### src/rtl/sbh_pkg.sv
// Shared types, constants and register codes for the size bin histogram unit.
// Depends on nothing; every other file in rtl imports it.
package sbh_pkg;

   localparam int MAX_EDGES_DEFAULT = 6;
   localparam int SIZE_BITS_DEFAULT = 32;

   localparam int SIZE_FIELD_BITS = 32;
   localparam int COUNT_BITS      = 32;
   localparam int BIN_BITS        = 3;
   localparam int FUNC_BITS       = 2;
   localparam int CSR_INDEX_BITS  = 3;
   localparam int CSR_DATA_BITS   = 32;
   localparam int USE_BITS        = 3;

   localparam logic [FUNC_BITS-1:0] FUNC_RECORD = 2'd0;
   localparam logic [FUNC_BITS-1:0] FUNC_READ   = 2'd1;
   localparam logic [FUNC_BITS-1:0] FUNC_CLEAR  = 2'd2;

   localparam logic [CSR_INDEX_BITS-1:0] CSR_EDGE_LAST    = 3'd5;
   localparam logic [CSR_INDEX_BITS-1:0] CSR_EDGES_IN_USE = 3'd6;
   localparam logic [CSR_INDEX_BITS-1:0] CSR_SIZE_CEILING = 3'd7;

   typedef struct packed {
      logic [FUNC_BITS-1:0]       func;
      logic [SIZE_FIELD_BITS-1:0] item_size;
      logic [BIN_BITS-1:0]        bin_select;
   } req_payload_type;

   typedef struct packed {
      logic [BIN_BITS-1:0]        bin;
      logic [COUNT_BITS-1:0]      bin_count;
      logic [SIZE_FIELD_BITS-1:0] min_seen;
      logic [SIZE_FIELD_BITS-1:0] max_seen;
      logic [SIZE_FIELD_BITS-1:0] top_bound;
   } rsp_payload_type;

endpackage

### src/rtl/sbh_bin_classifier.sv
// Bin classifier: counts the enabled edges at or below a size and finds the
// largest enabled edge. Depends on sbh_pkg.
module sbh_bin_classifier import sbh_pkg::*; #(
   parameter int MAX_EDGES = MAX_EDGES_DEFAULT,
   parameter int SIZE_W    = SIZE_BITS_DEFAULT
) (
   input  logic [SIZE_W-1:0]   edges [MAX_EDGES],
   input  logic [USE_BITS-1:0] edges_in_use,
   input  logic [SIZE_W-1:0]   size,
   output logic [BIN_BITS-1:0] bin,
   output logic [SIZE_W-1:0]   edge_hi
);

   logic [MAX_EDGES-1:0] enabled;

   always_comb begin
      for (int i = 0; i < MAX_EDGES; i++) begin
         enabled[i] = edges_in_use > USE_BITS'(i);
      end
   end

   always_comb begin
      logic [BIN_BITS-1:0] sum;
      sum = '0;
      for (int i = 0; i < MAX_EDGES; i++) begin
         sum = sum + BIN_BITS'(enabled[i] && (edges[i] <= size));
      end
      bin = sum;
   end

   always_comb begin
      logic [SIZE_W-1:0] hi;
      hi = '0;
      for (int i = 0; i < MAX_EDGES; i++) begin
         if (enabled[i] && (edges[i] > hi)) begin
            hi = edges[i];
         end
      end
      edge_hi = hi;
   end

endmodule

### src/rtl/size_bin_histogram_unit.sv
// Size bin histogram unit: top level with registers, request and result stages.
// Depends on sbh_pkg and sbh_bin_classifier.
// An accepted request is registered in the request stage; its result is then registered in the result stage.
// Throughput: one request per cycle; a held result stalls requests once both stages are full.
// Reset (synchronous) zeroes all counts, sets the minimum tracker and the ceiling to all
// ones, the maximum tracker and edges to zero, with one edge in use.
module size_bin_histogram_unit import sbh_pkg::*; #(
   parameter int MAX_EDGES = MAX_EDGES_DEFAULT,
   parameter int SIZE_BITS = SIZE_BITS_DEFAULT
) (
   input  logic                      clock,
   input  logic                      reset,
   input  logic                      req_valid,
   output logic                      req_ready,
   input  req_payload_type           req_payload,
   output logic                      rsp_valid,
   input  logic                      rsp_ready,
   output rsp_payload_type           rsp_payload,
   input  logic                      csr_valid,
   output logic                      csr_ready,
   input  logic [CSR_INDEX_BITS-1:0] csr_index,
   input  logic [CSR_DATA_BITS-1:0]  csr_data
);

   localparam int SIZE_W   = (SIZE_BITS < SIZE_FIELD_BITS) ? SIZE_BITS : SIZE_FIELD_BITS;
   localparam int NUM_BINS = MAX_EDGES + 1;
   localparam int BIN_IDX_W = $clog2(NUM_BINS);

   logic [SIZE_W-1:0]     edge_ff [MAX_EDGES];
   logic [USE_BITS-1:0]   edges_in_use_ff;
   logic [SIZE_W-1:0]     ceiling_ff;

   logic [COUNT_BITS-1:0] count_ff [NUM_BINS];
   logic [SIZE_W-1:0]     smallest_ff;
   logic [SIZE_W-1:0]     smallest_in;
   logic [SIZE_W-1:0]     largest_ff;
   logic [SIZE_W-1:0]     largest_in;

   logic                  s1_valid_ff;
   logic                  s1_valid_in;
   req_payload_type       s1_payload_ff;
   logic                  rsp_valid_ff;
   logic                  rsp_valid_in;
   rsp_payload_type       rsp_payload_ff;
   rsp_payload_type       rsp_payload_in;

   logic                  req_accept;
   logic                  s1_advance;
   logic [SIZE_W-1:0]     s1_size;
   logic [BIN_BITS-1:0]   class_bin;
   logic [SIZE_W-1:0]     edge_hi;
   logic [BIN_BITS-1:0]   addr;
   logic [COUNT_BITS-1:0] count_rd;
   logic [COUNT_BITS-1:0] count_wr;
   logic                  count_we;
   logic                  clear_all;

   // Configuration registers are always writable.
   assign csr_ready = 1'b1;

   always_ff @(posedge clock) begin
      if (reset) begin
         for (int i = 0; i < MAX_EDGES; i++) begin
            edge_ff[i] <= '0;
         end
         edges_in_use_ff <= USE_BITS'(1);
         ceiling_ff      <= '1;
      end else if (csr_valid && csr_ready) begin
         if (csr_index <= CSR_EDGE_LAST) begin
            for (int i = 0; i < MAX_EDGES; i++) begin
               if (csr_index == CSR_INDEX_BITS'(i)) begin
                  edge_ff[i] <= csr_data[SIZE_W-1:0];
               end
            end
         end else if (csr_index == CSR_EDGES_IN_USE) begin
            edges_in_use_ff <= csr_data[USE_BITS-1:0];
         end else if (csr_index == CSR_SIZE_CEILING) begin
            ceiling_ff <= csr_data[SIZE_W-1:0];
         end
      end
   end

   assign s1_advance = s1_valid_ff && (!rsp_valid_ff || rsp_ready);
   assign req_ready  = !s1_valid_ff || s1_advance;
   assign req_accept = req_valid && req_ready;

   assign s1_valid_in  = req_accept ? 1'b1 : (s1_advance ? 1'b0 : s1_valid_ff);
   assign rsp_valid_in = s1_advance ? 1'b1 : (rsp_ready ? 1'b0 : rsp_valid_ff);

   assign s1_size = s1_payload_ff.item_size[SIZE_W-1:0];

   sbh_bin_classifier #(
      .MAX_EDGES (MAX_EDGES),
      .SIZE_W    (SIZE_W)
   ) u_classifier (
      .edges        (edge_ff),
      .edges_in_use (edges_in_use_ff),
      .size         (s1_size),
      .bin          (class_bin),
      .edge_hi      (edge_hi)
   );

   assign addr = (s1_payload_ff.func == FUNC_RECORD) ? class_bin : s1_payload_ff.bin_select;

   always_comb begin
      if (addr < BIN_BITS'(NUM_BINS)) begin
         count_rd = count_ff[addr[BIN_IDX_W-1:0]];
      end else begin
         count_rd = '0;
      end
   end

   always_comb begin
      count_wr       = (count_rd == '1) ? count_rd : count_rd + COUNT_BITS'(1);
      count_we       = 1'b0;
      clear_all      = 1'b0;
      smallest_in    = smallest_ff;
      largest_in     = largest_ff;
      rsp_payload_in = '0;
      unique case (s1_payload_ff.func)
         FUNC_RECORD: begin
            count_we    = 1'b1;
            smallest_in = (s1_size < smallest_ff) ? s1_size : smallest_ff;
            largest_in  = (s1_size > largest_ff) ? s1_size : largest_ff;
            rsp_payload_in.bin       = class_bin;
            rsp_payload_in.bin_count = count_wr;
         end
         FUNC_CLEAR: begin
            clear_all   = 1'b1;
            smallest_in = ceiling_ff;
            largest_in  = '0;
            rsp_payload_in.bin       = '0;
            rsp_payload_in.bin_count = '0;
         end
         default: begin
            rsp_payload_in.bin       = s1_payload_ff.bin_select;
            rsp_payload_in.bin_count = count_rd;
         end
      endcase
      rsp_payload_in.min_seen  = SIZE_FIELD_BITS'(smallest_in);
      rsp_payload_in.max_seen  = SIZE_FIELD_BITS'(largest_in);
      rsp_payload_in.top_bound = (edge_hi < largest_in) ? SIZE_FIELD_BITS'(largest_in)
                                                        : SIZE_FIELD_BITS'(ceiling_ff);
   end

   always_ff @(posedge clock) begin
      if (reset) begin
         for (int i = 0; i < NUM_BINS; i++) begin
            count_ff[i] <= '0;
         end
         smallest_ff <= '1;
         largest_ff  <= '0;
      end else if (s1_advance) begin
         smallest_ff <= smallest_in;
         largest_ff  <= largest_in;
         if (clear_all) begin
            for (int i = 0; i < NUM_BINS; i++) begin
               count_ff[i] <= '0;
            end
         end else if (count_we) begin
            count_ff[addr[BIN_IDX_W-1:0]] <= count_wr;
         end
      end
   end

   always_ff @(posedge clock) begin
      if (reset) begin
         s1_valid_ff  <= 1'b0;
         rsp_valid_ff <= 1'b0;
      end else begin
         s1_valid_ff  <= s1_valid_in;
         rsp_valid_ff <= rsp_valid_in;
      end
   end

   always_ff @(posedge clock) begin
      if (req_accept) begin
         s1_payload_ff <= req_payload;
      end
      if (s1_advance) begin
         rsp_payload_ff <= rsp_payload_in;
      end
   end

   assign rsp_valid   = rsp_valid_ff;
   assign rsp_payload = rsp_payload_ff;

endmodule

### config.mk
export PLATFORM = sky130hd
export DESIGN_NAME = size_bin_histogram_unit
export DESIGN_NICKNAME = d
export VERILOG_FILES = /design/src/rtl/sbh_pkg.sv /design/src/rtl/sbh_bin_classifier.sv /design/src/rtl/size_bin_histogram_unit.sv
export SDC_FILE = /design/constraint.sdc
export NUM_CORES = 2
export LEC_CHECK = 0
export BUFFER_PORTS_ARGS = -buffer_cell sky130_fd_sc_hd__buf_2
export CORE_ASPECT_RATIO = 0.9
export CORE_MARGIN = 5
export CORE_UTILIZATION = 33
export CTS_BUF_LIST = sky130_fd_sc_hd__clkbuf_16
export CTS_CLUSTER_SIZE = 30
export DETAILED_ROUTE_END_ITERATION = 10
export PLACE_DENSITY = 0.59
export SLEW_MARGIN = 30
export SYNTH_ARGS = -nofsm -noshare
export SYNTH_HDL_FRONTEND = slang
export SYNTH_SLANG_ARGS = --single-unit
### constraint.sdc
create_clock -name clock -period 35.6 [get_ports clock]
set_input_delay 0 -clock clock [delete_from_list [all_inputs] [get_ports clock]]
set_output_delay 0 -clock clock [all_outputs]
set_load 0.02 [all_outputs]
==> run summary <==
The flow ran to the end, and the final reports show no timing, DRC or antenna violations. The number of detailed-routing iterations run before antenna repair came out at 6. The setup skew after layout is 65.0 ps. Leaving out fill and tap cells, the most frequent cell in the layout is sky130_fd_sc_hd__nand2_1. The top-level port count is 211. The largest individual stage delay along the critical path comes from the cell sky130_fd_sc_hd__a2111o_2. The async set-reset flop share out of synthesis came out at 0%. In this run the top signal layer used is met4.

The synthesized design contains 685 register bits. The number of global-route vias before repair is 31900. The overall via count from detail_route came out at 33500.

The post-detailed-route DRC marker count is 0. The height of the die is 340 um. The effective utilization at floorplan came out at 33.1%.

Setup repair after global routing left no endpoint under its margin. The leading register cell type out of synthesis is sky130_fd_sc_hd__edfxtp_1. In this run, post-CTS hold repair placed 99 buffers. In this run the deepest clock path goes through 3 buffers. The tightest min-delay check is of the in -> reg type. The overall fraction of global-route tracks in use is 20.5%. The die extent in x is 377 um. The number of sinks driven by the clock tree is 685.

In this run the worst path has a maximum fanout of 64. The global-route wire length before repair is 202 mm. The floorplan has 121 rows.

The hold violation total from the final report is 0. The count of antenna-violating nets left after detailed routing came out at 0. The startpoint type of the worst setup path is a register.

The total wire length after detailed routing came out at 136 mm. The cell that appears most often on the critical path is sky130_fd_sc_hd__a21o_1. The final critical-path required period came out at 20400 ps. The distinct cell type count of the synthesized netlist is 94. When the netlist entered floorplanning its net count stood at 4758. The worst endpoint data arrival time came out at 20830 ps. For this block, the initial DRC count from the detailed router was 3149. Using the TritonRoute via totals, the vias-per-cell ratio works out to 5.45.

The cell count after synthesis came out at 4234. The Yosys warning count is 0. Adding up every negative setup slack in the final design gives 0 ps. The per-cell routed wire length is 22.1 um. The number of antenna violations at the first check in global routing came out at 1. The worst setup path is captured at a register.

The critical path in this run is classified as reg -> reg. Clock tree synthesis selected as its root buffer the cell sky130_fd_sc_hd__clkbuf_16. The floorplan die area came out at 128000 sq um. The setup violation total in the final timing report came out at 0. The top cell types in the final layout, fill and taps aside, are sky130_fd_sc_hd__nand2_1, sky130_fd_sc_hd__ha_1, sky130_fd_sc_hd__nor2_1, sky130_fd_sc_hd__edfxtp_1, sky130_fd_sc_hd__a21oi_1. The clock-pin slew on the worst setup and hold paths is 60 ps. The count of flip-flops with a built-in enable after synthesis is 392. The required time of the critical path came out at 36030 ps. The number of setup buffers added after CTS is 0. The maximum number of pins on one net before global-route repair is 108. The synthesis-to-layout area growth came out at 16.1%.

The routed length on met1 came out at 66.0 mm. The setup slack of the worst register-to-register path is 15200 ps. The net total in the final layout is 4993.

The number of pins with negative max-slew slack in the final report came out at 0. The number of H-tree levels came out at 3. The post-synthesis sequential area ratio came out at 44.2%. The combined area of all synthesized cells is 39900 sq um. The number of CTS-inserted buffers is 81. The number of port buffers came out at 209. The global-route congestion overflow total came out at 0. Wire segments on met3 add up to 9.34 mm in the final route. The region available for standard cell placement spans 121000 sq um. The actual transition at the worst max-transition pin came out at 981 ps. The detailed-placement wirelength estimate is 96.9 mm. The peak per-stage delay on the critical path came out at 750 ps.

The worst pin sits at a relative slew slack of 34.6%. The number of max-cap violations came out at 0. The global placer's final weighted congestion came out at 0.941. The maximum clock frequency came out at 0.0490 GHz. In the final layout, the share of cells above drive strength 1 is 10.9%.

The worst-case setup slack after placement is 15340 ps. The ratio of final minimum period to clock period is 57.3%. The power density over the cells is 46.3 nW/um^2. Summed over all cells, the static leakage comes to 0.0195 uW.

The number of gates resized after CTS was 0. The total length of routed met2 wires is 56.3 mm. The setup slack after layout came out at 15200 ps. The worst supply voltage drop on vdd is 0.0327 mV. The clock tree from TritonCTS is done. The post-synthesis average cell area is 9.43 sq um.

The source-to-sink clock delay at the later pin of the worst-skew pair came out at 710 ps.
[area by class of cell]
cell class	count	area (sq um)
inverter	218	826
antenna	1	2.50
sequential	685	17600
clock buffer	82	2050
timing repair buffer	367	2510
fill	12100	74100
clock inverter	69	627
multi-input combinational	3116	20700
tap	1599	2000
[synthesized netlist by cell type, drive strengths merged (4+ instances only)]
| master | n | area share [%] |
|---|---|---|
| a2111oi | 4 | 0.11 |
| a211oi | 44 | 0.83 |
| a21o | 121 | 2.3 |
| a21oi | 358 | 4.5 |
| a221o | 33 | 0.83 |
| a221oi | 5 | 0.11 |
| a222oi | 7 | 0.18 |
| a22oi | 51 | 0.96 |
| a31oi | 12 | 0.35 |
| and2 | 39 | 0.61 |
| and3 | 7 | 0.12 |
| and4 | 7 | 0.15 |
| buf | 50 | 0.68 |
| clkbuf | 165 | 1.6 |
| dfxtp | 293 | 15 |
| edfxtp | 392 | 29 |
| ha | 444 | 14 |
| inv | 217 | 2.0 |
| mux2 | 39 | 1.1 |
| mux2i | 73 | 1.8 |
| nand2 | 594 | 5.6 |
| nand2b | 63 | 0.99 |
| nand3 | 60 | 0.75 |
| nand4 | 107 | 1.7 |
| nor2 | 407 | 3.8 |
| nor2b | 65 | 1.0 |
| nor3 | 30 | 0.38 |
| nor4 | 23 | 0.38 |
| o211ai | 10 | 0.19 |
| o21a | 27 | 0.51 |
| o21ai | 189 | 2.4 |
| o221a | 33 | 0.93 |
| o221ai | 13 | 0.29 |
| o22ai | 106 | 1.7 |
| o311a | 4 | 0.10 |
| o31ai | 5 | 0.094 |
| or2 | 15 | 0.24 |
| or3 | 36 | 0.56 |
| xnor2 | 13 | 0.30 |
| xor2 | 16 | 0.41 |
[flip-flops by register name, indices dropped and copies added (netlist names)]
name,cells
count_ff,224
edge_ff,192
rsp_payload,131
ceiling_ff,32
largest_ff,32
s1_size,32
smallest_ff,32
s1_payload_ff,5
edges_in_use_ff,3
rsp_valid,1
s1_valid_ff,1
[per-stage QoR]
| step | area (sq um) | hold slack (ps) | instances | power (uW) | util, % |
|---|---|---|---|---|---|
| final | 46400 | 54.5 | 6137 | 2150 | 38.5 |
| after global routing | 46400 | 4.60 | 6136 | 2240 | 38.5 |
| after CTS | 46400 | 6.91 | 6136 | 2160 | 38.5 |
| after detailed placement | 42700 | 178 | 5886 | 1300 | 35.4 |
| after global placement | 42700 | 177 | 5885 | 1300 | 35.4 |
| after floorplan | 39900 | 98.9 | 4234 | 1170 | - |
[power by group]
group | total [uW] | internal [uW] | switching, uW
Clock | 845 | 482 | 363
Sequential | 907 | 883 | 24.2
Combinational | 393 | 136 | 257
Total | 2150 | 1500 | 645
[path summary, 6_finish.rpt]
| path | startpoint | end | depth (start not counted) |
|---|---|---|---|
| worst min-delay path | req_payload[17] | s1_size[14] | 2 |
| worst min register to register | edge_ff[128] | edge_ff[128] | 2 |
| worst max-delay path | edge_ff[172] | rsp_payload[10] | 82 |
| worst max register to register | edge_ff[172] | rsp_payload[10] | 82 |
[logic make-up after synthesis]
| group | count (synthesis) | share of synthesized area, % |
|---|---|---|
| compound gates | 1055 | 17.0 |
| xor+xnor | 29 | 0.711 |
| fa+ha+maj | 447 | 14.1 |
| buf+inv | 433 | 4.28 |
| flops | 685 | 44.2 |
| mux | 112 | 2.94 |
| other cells | 1 | 0.00939 |
| simple gates | 1472 | 16.8 |
[worst max-delay path: cells and delay by family, from the launching register on]
family | cells | cell delay (ps)
fa+ha+maj | 6 | 1820
flops | 1 | 390
mux | 3 | 1200
compound gates | 49 | 10640
buf+inv | 7 | 2320
simple gates | 17 | 3620
[layer usage]
| metal | track usage (%) | vias to the layer above |
|---|---|---|
| met3 | 3.30 | 203 |
| met4 | 5.93 | 0 |
| met5 | 0 | - |
| li1 | - | 15900 |
| met2 | 30.0 | 1121 |
| met1 | 31.0 | 16300 |
(Power assumes the default switching activity.)
